## config.mk

```make
export PLATFORM = sky130hd
export DESIGN_NAME = thomson_scatter_cosine_sampler
export DESIGN_NICKNAME = d
export VERILOG_FILES = /design/src/sv/tscs_pkg.sv /design/src/sv/thomson_scatter_cosine_sampler.sv
export VERILOG_INCLUDE_DIRS = /design/src /design/src/sv
export SDC_FILE = /design/constraint.sdc
export NUM_CORES = 1
export LEC_CHECK = 0
export BUFFER_PORTS_ARGS = -buffer_cell sky130_fd_sc_hd__buf_2
export CAP_MARGIN = 10
export CELL_PAD_IN_SITES_DETAIL_PLACEMENT = 2
export CELL_PAD_IN_SITES_GLOBAL_PLACEMENT = 2
export CORE_MARGIN = 2
export CORE_UTILIZATION = 35
export CTS_CLUSTER_SIZE = 30
export DETAILED_ROUTE_END_ITERATION = 12
export PLACE_DENSITY = 0.71
export SKIP_CTS_REPAIR_TIMING = 1
export SYNTH_ARGS = -nofsm -noshare
export SYNTH_HDL_FRONTEND = slang
export SYNTH_SLANG_ARGS = --single-unit
```

## constraint.sdc

```tcl
create_clock -name clock -period 19.5 [get_ports clock]
set_clock_uncertainty 0.05 [all_clocks]
set_input_delay 2.925 -clock clock [delete_from_list [all_inputs] [get_ports clock]]
set_output_delay 2.925 -clock clock [all_outputs]
set_load 0.02 [all_outputs]
```

## src/sv/thomson_scatter_cosine_sampler_assert.svh

```systemverilog
// ----------------------------------------------------------------------------
// thomson scatter cosine sampler assertion macros
// shared concurrent assertion forms for the sampler rtl
// ----------------------------------------------------------------------------
`ifndef THOMSON_SCATTER_COSINE_SAMPLER_ASSERT_SVH
`define THOMSON_SCATTER_COSINE_SAMPLER_ASSERT_SVH

// same-cycle implication, checked outside reset
`define TSCS_ASSERT_NOW(label, clk, rst, ante, cons, msg) \
   label: assert property (@(posedge clk) disable iff (rst) (ante) |-> (cons)) \
      else $error(msg);

// next-cycle implication, checked outside reset
`define TSCS_ASSERT_NEXT(label, clk, rst, ante, cons, msg) \
   label: assert property (@(posedge clk) disable iff (rst) (ante) |=> (cons)) \
      else $error(msg);

`endif

```

## src/sv/tscs_pkg.sv

```systemverilog
// ----------------------------------------------------------------------------
// tscs_pkg
// widths and constants of the thomson scatter cosine sampler
// ----------------------------------------------------------------------------
package tscs_pkg;

   // fraction width of the random inputs and of the cosine scale
   localparam int RAND_BITS   = 16;

   // fixed field widths of the stream beats
   localparam int IN_FIELD_W  = 16;
   localparam int OUT_FIELD_W = 18;
   localparam int COUNT_W     = 32;
   localparam int REQ_DATA_W  = 2 * IN_FIELD_W;
   localparam int RSP_DATA_W  = ((OUT_FIELD_W + COUNT_W + 7) / 8) * 8;
   localparam int RSP_PAD_W   = RSP_DATA_W - OUT_FIELD_W - COUNT_W;

   // cube root datapath
   localparam int ROOT_W      = RAND_BITS + 1;          // root up to 2^RAND_BITS
   localparam int STEPS       = ROOT_W;                 // one root bit per step
   localparam int STEP_W      = $clog2(STEPS);
   localparam int RAD_W       = 3 * STEPS;              // radicand, 3 bits per step
   localparam int Y2_W        = 2 * ROOT_W;             // running square of the root
   localparam int B_W         = 2 * ROOT_W + 2;         // trial subtrahend
   localparam int REM_W       = 2 * ROOT_W + 4;         // partial remainder
   localparam int MU_W        = RAND_BITS + 2;          // signed cosine

   localparam logic [ROOT_W-1:0]    ONE     = {1'b1, {RAND_BITS{1'b0}}};
   localparam logic [RAND_BITS-1:0] THREE_Q = {2'b11, {(RAND_BITS-2){1'b0}}};
   localparam logic [RAND_BITS-1:0] HALF    = {1'b1, {(RAND_BITS-1){1'b0}}};
   localparam logic [COUNT_W-1:0]   COUNT_MAX = {COUNT_W{1'b1}};

endpackage

```

## src/sv/thomson_scatter_cosine_sampler.sv

```systemverilog
// ----------------------------------------------------------------------------
// thomson scatter cosine sampler
// samples a scattering angle cosine by mixing a linear and a cube root branch
// ----------------------------------------------------------------------------
//
//  channel | dir | beat contents (lowest bit first)
//  --------+-----+-----------------------------------------------------------
//  req_    | in  | tdata: rand_first[15:0], rand_second[31:16]
//  rsp_    | out | tdata: angle_cosine[17:0], trial_count[49:18], zero pad
//          |     | tuser: cube_branch_used
//
//  linear branch: from the idle state straight to the result state
//  cube branch: through the 17 steps of the shared cube root unit first,
//  which settles one root bit per cycle
//  reset (synchronous, active high) clears the sequencer, the output valid and
//  the trial counter
//  a finished sample sits in the output register, so a new beat is taken while
//  the previous result waits; a stalled output holds the sequencer in its
//  result state only when a second result is already complete
//
module thomson_scatter_cosine_sampler (
   input  logic                             clock,
   input  logic                             reset,
   // request stream
   input  logic                             req_tvalid,
   output logic                             req_tready,
   input  logic [tscs_pkg::REQ_DATA_W-1:0]  req_tdata,   // rand_first, rand_second
   // response stream
   output logic                             rsp_tvalid,
   input  logic                             rsp_tready,
   output logic [tscs_pkg::RSP_DATA_W-1:0]  rsp_tdata,   // angle_cosine, trial_count
   output logic                             rsp_tuser    // cube_branch_used
);

   `include "thomson_scatter_cosine_sampler_assert.svh"

   typedef enum logic [1:0] {
      S_IDLE,
      S_ROOT,
      S_DONE
   } state_type;

   // sequencer and counter
   state_type                          state_ff, state_in;
   logic [tscs_pkg::STEP_W-1:0]        step_ff, step_in;
   logic [tscs_pkg::COUNT_W-1:0]       trials_ff, trials_in;

   // per-sample working registers
   logic                               cube_ff, cube_in;
   logic                               neg_ff, neg_in;
   logic signed [tscs_pkg::MU_W-1:0]   lin_ff, lin_in;
   logic [tscs_pkg::RAD_W-1:0]         rad_ff, rad_in;
   logic [tscs_pkg::REM_W-1:0]         rem_ff, rem_in;
   logic [tscs_pkg::ROOT_W-1:0]        y_ff, y_in;
   logic [tscs_pkg::Y2_W-1:0]          y2_ff, y2_in;

   // output register
   logic                               rsp_valid_ff, rsp_valid_in;
   logic [tscs_pkg::OUT_FIELD_W-1:0]   rsp_mu_ff, rsp_mu_in;
   logic                               rsp_cube_ff, rsp_cube_in;
   logic [tscs_pkg::COUNT_W-1:0]       rsp_count_ff, rsp_count_in;

   // input decode
   logic                               accept;
   logic [tscs_pkg::RAND_BITS-1:0]     r1, r2;
   logic [tscs_pkg::ROOT_W-1:0]        r2x, lin_mag;
   logic                               cube_sel;

   // shared root step
   logic [2:0]                         digit;
   logic [tscs_pkg::REM_W-1:0]         rem_sh;
   logic [tscs_pkg::ROOT_W-1:0]        yd;
   logic [tscs_pkg::Y2_W-1:0]          y2d;
   logic [tscs_pkg::B_W-1:0]           b_base, b_val;
   logic                               fits;

   // result select
   logic signed [tscs_pkg::MU_W-1:0]   root_pos, mu_out;
   logic                               load_rsp;

   assign req_tready = (state_ff == S_IDLE);
   assign accept     = req_tvalid && req_tready;

   assign r1  = req_tdata[tscs_pkg::RAND_BITS-1:0];
   assign r2  = req_tdata[tscs_pkg::IN_FIELD_W +: tscs_pkg::RAND_BITS];
   assign r2x = {r2, 1'b0};
   assign cube_sel = (r1 > tscs_pkg::THREE_Q);   // three quarters exactly stays linear
   // |2*u2 - 1| in units of the fraction lsb
   assign lin_mag  = (r2 >= tscs_pkg::HALF) ? (r2x - tscs_pkg::ONE)
                                            : (tscs_pkg::ONE - r2x);

   // digit-by-digit cube root: bring in 3 radicand bits, try root bit 1
   assign digit  = rad_ff[tscs_pkg::RAD_W-1 -: 3];
   assign rem_sh = {rem_ff[tscs_pkg::REM_W-4:0], digit};
   assign yd     = {y_ff[tscs_pkg::ROOT_W-2:0], 1'b0};
   assign y2d    = {y2_ff[tscs_pkg::Y2_W-3:0], 2'b00};
   // b = 3*yd^2 + 3*yd + 1
   assign b_base = tscs_pkg::B_W'(y2d) + tscs_pkg::B_W'(yd);
   assign b_val  = {b_base[tscs_pkg::B_W-2:0], 1'b0} + b_base + tscs_pkg::B_W'(1);
   assign fits   = (rem_sh >= tscs_pkg::REM_W'(b_val));

   assign root_pos = $signed({1'b0, y_ff});
   assign mu_out   = cube_ff ? (neg_ff ? -root_pos : root_pos) : lin_ff;
   assign load_rsp = (state_ff == S_DONE) && (!rsp_valid_ff || rsp_tready);

   always_comb begin
      state_in     = state_ff;
      step_in      = step_ff;
      trials_in    = trials_ff;
      cube_in      = cube_ff;
      neg_in       = neg_ff;
      lin_in       = lin_ff;
      rad_in       = rad_ff;
      rem_in       = rem_ff;
      y_in         = y_ff;
      y2_in        = y2_ff;
      rsp_valid_in = rsp_valid_ff && !rsp_tready;
      rsp_mu_in    = rsp_mu_ff;
      rsp_cube_in  = rsp_cube_ff;
      rsp_count_in = rsp_count_ff;

      unique case (state_ff)
         S_IDLE: begin
            if (accept) begin
               // saturating sample counter, this beat included
               if (trials_ff != tscs_pkg::COUNT_MAX) begin
                  trials_in = trials_ff + tscs_pkg::COUNT_W'(1);
               end
               cube_in  = cube_sel;
               neg_in   = (r2 < tscs_pkg::HALF);
               lin_in   = $signed({1'b0, r2x}) - $signed({1'b0, tscs_pkg::ONE});
               // radicand = |2*u2 - 1| scaled by 2^(2*RAND_BITS)
               rad_in   = tscs_pkg::RAD_W'({lin_mag, {(2*tscs_pkg::RAND_BITS){1'b0}}});
               rem_in   = '0;
               y_in     = '0;
               y2_in    = '0;
               step_in  = tscs_pkg::STEP_W'(tscs_pkg::STEPS - 1);
               state_in = cube_sel ? S_ROOT : S_DONE;
            end
         end
         S_ROOT: begin
            rad_in = {rad_ff[tscs_pkg::RAD_W-4:0], 3'b000};
            if (fits) begin
               rem_in = rem_sh - tscs_pkg::REM_W'(b_val);
               y_in   = yd | tscs_pkg::ROOT_W'(1);
               y2_in  = y2d + tscs_pkg::Y2_W'({yd, 1'b1});
            end else begin
               rem_in = rem_sh;
               y_in   = yd;
               y2_in  = y2d;
            end
            step_in = step_ff - tscs_pkg::STEP_W'(1);
            if (step_ff == '0) begin
               state_in = S_DONE;
            end
         end
         S_DONE: begin
            if (load_rsp) begin
               rsp_valid_in = 1'b1;
               rsp_mu_in    = tscs_pkg::OUT_FIELD_W'(mu_out);
               rsp_cube_in  = cube_ff;
               rsp_count_in = trials_ff;
               state_in     = S_IDLE;
            end
         end
         default: begin
            state_in = S_IDLE;
         end
      endcase
   end

   always_ff @(posedge clock) begin
      if (reset) begin
         state_ff     <= S_IDLE;
         trials_ff    <= '0;
         rsp_valid_ff <= 1'b0;
      end else begin
         state_ff     <= state_in;
         trials_ff    <= trials_in;
         rsp_valid_ff <= rsp_valid_in;
      end
      step_ff      <= step_in;
      cube_ff      <= cube_in;
      neg_ff       <= neg_in;
      lin_ff       <= lin_in;
      rad_ff       <= rad_in;
      rem_ff       <= rem_in;
      y_ff         <= y_in;
      y2_ff        <= y2_in;
      rsp_mu_ff    <= rsp_mu_in;
      rsp_cube_ff  <= rsp_cube_in;
      rsp_count_ff <= rsp_count_in;
   end

   assign rsp_tvalid = rsp_valid_ff;
   assign rsp_tuser  = rsp_cube_ff;
   assign rsp_tdata  = {{tscs_pkg::RSP_PAD_W{1'b0}}, rsp_count_ff, rsp_mu_ff};

   // ---- assertions ----

   `TSCS_ASSERT_NEXT(a_count_nonzero, clock, reset, accept,
                     trials_ff != '0, "counter zero after a sample")
   `TSCS_ASSERT_NEXT(a_cube_enters_root, clock, reset, accept && cube_sel,
                     state_ff == S_ROOT, "cube beat skipped the root unit")
   `TSCS_ASSERT_NEXT(a_lin_skips_root, clock, reset, accept && !cube_sel,
                     state_ff == S_DONE, "linear beat entered the root unit")
   `TSCS_ASSERT_NEXT(a_root_ends, clock, reset, (state_ff == S_ROOT) && (step_ff == '0),
                     state_ff == S_DONE, "root unit ran past its last step")
   `TSCS_ASSERT_NOW(a_root_bounded, clock, reset, (state_ff == S_DONE) && cube_ff,
                    y_ff <= tscs_pkg::ONE, "cube root above one")

endmodule
```

After elaboration in Yosys (flattened, before gate mapping)
Index checks and enable logic that the tools add are counted.
Storage, ports and cells
  register bits: 246
  input port bits: 36
  output and inout port bits: 59
Operators by class
  $add $sub $neg: 11
  $lt $le $gt $ge: 4
  equal/unequal tests: 6
  multiplexer cells: 23
  reductions and logical operators: 14
Operators by type and width (count)
  case mux 51 bit (2 select lines): 1
  2-to-1 mux 35 bit: 2
  case mux 35 bit (2 select lines): 1
  2-to-1 mux 32 bit: 2
  case mux 32 bit (2 select lines): 1
  2-to-1 mux 51 bit: 1
  >= comparator 38 x 36 -> 1 bit: 1
  adder 36 x 1 -> 36 bit (second input constant): 1
  adder 36 x 35 -> 36 bit: 1
  2-to-1 mux 18 bit: 2
  adder 34 x 17 -> 35 bit: 1
  subtractor 35 bit: 1
  2-to-1 mux 17 bit: 2
  case mux 17 bit (2 select lines): 1
  adder 32 x 1 -> 32 bit (second input constant): 1
  adder 32 x 18 -> 32 bit: 1
  inequality test 32 bit (second input constant): 1
  negator 17 -> 18 bit: 1
  subtractor 17 x 17 -> 18 bit (second input constant): 1
  subtractor 17 bit (first input constant): 1
  subtractor 17 bit (second input constant): 1
  >= comparator 16 bit (second input constant): 1
  > comparator 16 bit (second input constant): 1
  < comparator 16 bit (second input constant): 1
  other kinds (18): 30

Longest topological paths before layout
  word-level depth: 6
  depth in mapped cells: 33
  gate-level depth less buffers: 31

Worst setup path before layout
OpenSTA, ideal clock, no wires.
  path type: register to register
  start: register y_ff[1] in the netlist's numbering
  end: register rem_ff[0] in the netlist's numbering, data pin
  setup time: 0.266 ns
  data arrival time: 6.311 ns
  data required time: 19.184 ns
  path slack: 12.873 ns
  stages on the path, launching flop included: 31
  buffers on the path: 2
  cell sequence: edfxtp_1 ha_1 ha_1 a21o_1 a21oi_1 o21bai_1 a21oi_1 o21a_1 o21ai_0 a21oi_1 nand2b_1 xnor2_1 ha_1 a21o_1 a21o_1 a221oi_1 o2111ai_1 a31oi_2 o21ai_1 a221o_1 a21oi_1 xor2_1 ha_1 a2111oi_0 o21ai_0 o21ai_4 a21o_1 buf_4 buf_6 xnor2_1 nor2_1
Between the ends
  longest elaborated chain between the ends: 6
Ends and longest elaborated chain
  start: declaration: line thomson_scatter_cosine_sampler.sv:54  | logic [tscs_pkg::ROOT_W-1:0] y_ff, y_in;
  start signal: assignment: line thomson_scatter_cosine_sampler.sv:188  | y_ff <= y_in;
  adder 34 x 17 -> 35 bit: line thomson_scatter_cosine_sampler.sv:98  | assign b_base = tscs_pkg::B_W'(y2d) + tscs_pkg::B_W'(yd);
  adder 36 x 35 -> 36 bit: line thomson_scatter_cosine_sampler.sv:99  | assign b_val = {b_base[tscs_pkg::B_W-2:0], 1'b0} + b_base + tscs_pkg::B_W'(1);
  adder 36 x 1 -> 36 bit: line thomson_scatter_cosine_sampler.sv:99
  >= comparator 38 x 36 -> 1 bit: line thomson_scatter_cosine_sampler.sv:100  | assign fits = (rem_sh >= tscs_pkg::REM_W'(b_val));
  2-to-1 mux 35 bit: line thomson_scatter_cosine_sampler.sv:143  | if (fits) begin
  case mux 35 bit (2 select lines): line thomson_scatter_cosine_sampler.sv:122  | unique case (state_ff)
  end signal: assignment: line thomson_scatter_cosine_sampler.sv:187  | rem_ff <= rem_in;
  end: declaration: line thomson_scatter_cosine_sampler.sv:53  | logic [tscs_pkg::REM_W-1:0] rem_ff, rem_in;
No other way between the ends.
A chain may end at the register's enable or synchronous reset.

Worst setup path after layout
  start: register y_ff[8] in the netlist's numbering
  end: register rem_ff[9] in the netlist's numbering, data pin
Between the ends
  longest elaborated chain between the ends: 6
  elaborated cells on any way between the ends: 7
Ends and longest elaborated chain (line)
  adder 34 x 17 -> 35 bit *: thomson_scatter_cosine_sampler.sv:98
  adder 36 x 35 -> 36 bit *: thomson_scatter_cosine_sampler.sv:99
  adder 36 x 1 -> 36 bit *: thomson_scatter_cosine_sampler.sv:99
  subtractor 35 bit / >= comparator 38 x 36 -> 1 bit (equally long branches): thomson_scatter_cosine_sampler.sv:144, thomson_scatter_cosine_sampler.sv:100
  2-to-1 mux 35 bit *: thomson_scatter_cosine_sampler.sv:143
  case mux 35 bit (2 select lines) *: thomson_scatter_cosine_sampler.sv:122
Mark *: on every way between the ends. The rest lies on a longest branch, timed or not.

==> metrics.md <==
| Metric | Value |
|---|---|
| Hold slack | 0.427 ns |
| Fin crit share | 0.432 |
| CTS clk-pin slew, worst paths | 0.06 ns |
| Reg2reg end | rem_ff[9]$_SDFFCE_PN0P_ |
| Clock root buffer master | clkbuf_16 |
| Max FO, Critical Path | 41 |
| Worst R2R Start | y_ff[8]$_SDFFCE_PN0P_ |
| GPL Wtd Cong | 0.787 |
| CTS tree | done |
| Fin. Hold Viols | 0 |
| Die X | 205 um |
| Avg Cell Area, Syn | 9.60 um2 |
| Tightest Pin Transition | 0.947 ns |
| TNS Setup | 0 ns |
| Post-Route WL | 41.6 mm |
| Largest net degree at the start of global routing | 65 |
| Outcome | finished, final reports clean |
| Critical Path Source Type | flip-flop |
| Buffers & Inverters on Critical Path | 1 |
| Area of the core | 0.0397 mm2 |
| Critical path's top delay family | compound AO/OA/AOI/OAI gates |
| Clk Latency, worst-skew pair | 0.55 ns |
| Area growth, synth to finish | 13.0% |
| VDD IR max | 63.1 uV |
| Ys Warns | 0 |
| Vias in the first global route | 12400 |
| Final ANT Viol Nets | 0 |
| Sequential share of the synthesized area | 0.421 |
| Nets@finish | 1680 |
| Slew HR | 0.368 |
| DRC violations left | 0 |
| Power Density | 162 mW/mm2 |
| Post-synth EDFFs | 174 |
| Drt first pass iters | 4 |
| Initial drt markers | 345 |
| Crit path DAT | 8.63 ns |
| Hold path start | trials_ff[5]$_SDFFE_PP0P_ |
| Critical-path top delay cell | a2111oi_0 |
| Final Power | 2.58 mW |
| WL per Instance | 20.0 um |
| Grt total ovfl | 0 |
| Post-Syn Instances | 1467 |
| Post-synthesis register bit count | 209 |
| Final Non-Filler Cells | 2083 |
| Tmin final | 8.42 ns |
| Hold Path Cell Cnt | 0 |
| CP Class | flip-flop to flip-flop |
| Total die area | 0.0419 mm2 |
| Placed Instances | 2035 |
| Antenna violations before repair | 0 |
| Post-Syn Area | 0.0141 mm2 |
| Vias per cell | 5.46 |
| RSZ-0062 raised after global routing | false |
| Detailed placement HPWL | 29.9 mm |
| IO Port Bufs | 88 |
| Ys async rst share | 0 |
| CTS Buf Count | 26 |
| # setup viols final | 0 |
| Worst Path Required | 19.71 ns |
| CTS Sinks | 209 |
| # IOs | 95 |
| Row count | 73 |
| Max Clock Freq | 119 MHz |
| Slowest stage delay, CP | 0.71 ns |
| Synth Flop Type | edfxtp_1 |
| Max-Cap Viols | 0 |
| Die height | 205 um |
| Leak Pwr | 6.28 nW |
| Diode count | 0 |
| Setup crit end kind | flip-flop |
| FF-to-FF setup slack | 11.08 ns |
| Hold EP | rsp_count_ff[5]$_DFFE_PP_ |
| Cell count of the worst reg-to-reg path | 28 |
| GRT Util Overall | 0.201 |
| DR vias | 11400 |
| Share of post-route cells with drive strength above 1 | 0.113 |
| Final Max Slew Viols | 0 |
| H-tree depth | 1 |
| Initial Util | 0.354 |
| Yosys cell types | 82 |
| Hold Path Class | flip-flop to flip-flop |
| CTS max path bufs | 3 |
| First-pass GRT wire length | 67.5 mm |
cell usage after synthesis (8+ instances only):
library cell	number	area, um2
nor2b_1	10	62.6
edfxtp_1	174	5230
inv_1	32	120
or3_1	14	87.6
nand2_1	165	619
ha_1	104	1300
a211oi_1	18	135
and4_1	10	87.6
buf_2	11	55.1
nand2b_1	15	93.8
o21ai_0	62	310
nand4_1	22	138
a31o_2	11	96.3
o21bai_1	8	60.1
o21a_1	15	113
a21oi_1	149	746
and3_1	24	150
nor3_1	21	105
and2_1	26	163
xor2_1	73	639
xnor2_1	83	727
clkbuf_1	31	116
nand3_1	30	150
nor2_1	140	526
a31oi_1	19	119
a21o_1	38	285
dfxtp_1	35	701
buf_4	10	75.1
layout by cell type, fill, tap and decap left out, types with 11 or more instances in the layout:
master     count
a31oi_1       19
nand2_1      163
a21o_1        38
buf_2         88
and3_1        24
inv_1         32
nor2_1       140
ha_1         104
nor3_1        21
o21ai_0       62
nand2b_1      15
or3_1         14
a21oi_1      149
o21a_1        15
xnor2_1       83
clkbuf_16     26
and2_1        26
nand4_1       22
a211oi_1      18
edfxtp_1     174
xor2_1        73
dfxtp_1       35
a31o_2        11
nand3_1       30
through the flow:
stage / worst slack, ns / area [um2] / util
6_report: 11.08 / 15900 / 0.400
5_1_grt: 10.30 / 15900 / 0.400
4_1_cts: 10.97 / 15900 / 0.400
3_5_place_dp: 11.01 / 15000 / 0.378
3_3_place_gp: 11.42 / 15000 / 0.378
2_1_floorplan: 12.87 / 14100 / -
how the worst max path moves through the flow:
stage	start	end	slack [ns]	cells after the start
floorplan	y_ff[1]$_SDFFCE_PN0P_	rem_ff[0]$_SDFFCE_PN0P_	12.87	30
global placement	y_ff[1]$_SDFFCE_PN0P_	rem_ff[9]$_SDFFCE_PN0P_	11.42	29
detailed placement	y_ff[1]$_SDFFCE_PN0P_	rem_ff[9]$_SDFFCE_PN0P_	11.01	29
CTS	y_ff[8]$_SDFFCE_PN0P_	rem_ff[9]$_SDFFCE_PN0P_	10.97	28
global route	y_ff[8]$_SDFFCE_PN0P_	rem_ff[9]$_SDFFCE_PN0P_	10.30	28
finish	y_ff[8]$_SDFFCE_PN0P_	rem_ff[9]$_SDFFCE_PN0P_	11.08	28
cell type report:
class                      count  area [um2]
tap                          525         657
sequential                   209        5930
inverter                      32         120
fill                        4313       23800
timing repair buffer          95         493
multi-input combinational   1174        7820
clock inverter                14         184
clock buffer                  34         711
flip-flops by register name, summed over array words and instances (netlist names), 2 cells and up:
signal and count:
rem_ff 35, rsp_count_ff 32, trials_ff 32, y2_ff 31
rad_ff 18, rsp_mu_ff 18, y_ff 17, lin_ff 16
step_ff 5, state_ff 2
power breakdown:
group	switching (mW)	internal, mW
registers	0.0430	0.550
clock network	0.201	0.310
logic	0.909	0.567
total	1.15	1.43
cells by family (layout without fill, tap and decap cells):
logic type                 after synthesis  count (layout)  synth area share
muxes                                    5               5           0.00373
other                                    1               6          0.000266
DFF                                    209             209             0.421
buffers and inverters                   89             175            0.0279
adders and majority gates              106             106            0.0953
xor gates and xnor gates               156             156            0.0970
AOI/OAI and AO/OA                      391             391             0.181
and+or+nand+nor                        510             510             0.174
worst register-to-register path: cells and delay by family (launching register included):
family / cells / cell delay (ns)
AOI/OAI and AO/OA: 18 / 4.93
adders and majority gates: 3 / 0.96
and+or+nand+nor: 4 / 0.96
DFF: 1 / 0.52
buffers and inverters: 1 / 0.50
xor gates and xnor gates: 2 / 0.26
layer usage:
metal | share of wire | track usage | routed length [um] | up-vias
met3 | 0.028 | 0.0248 | 1160 | 44
met2 | 0.48 | 0.346 | 20100 | 117
met1 | 0.47 | 0.269 | 19800 | 5704
li1 | - | - | - | 5518
met5 | 0 | 0 | 0 | -
met4 | 0.015 | 0.0409 | 629 | 0
Note: power is estimated with default switching activity, not from simulation.
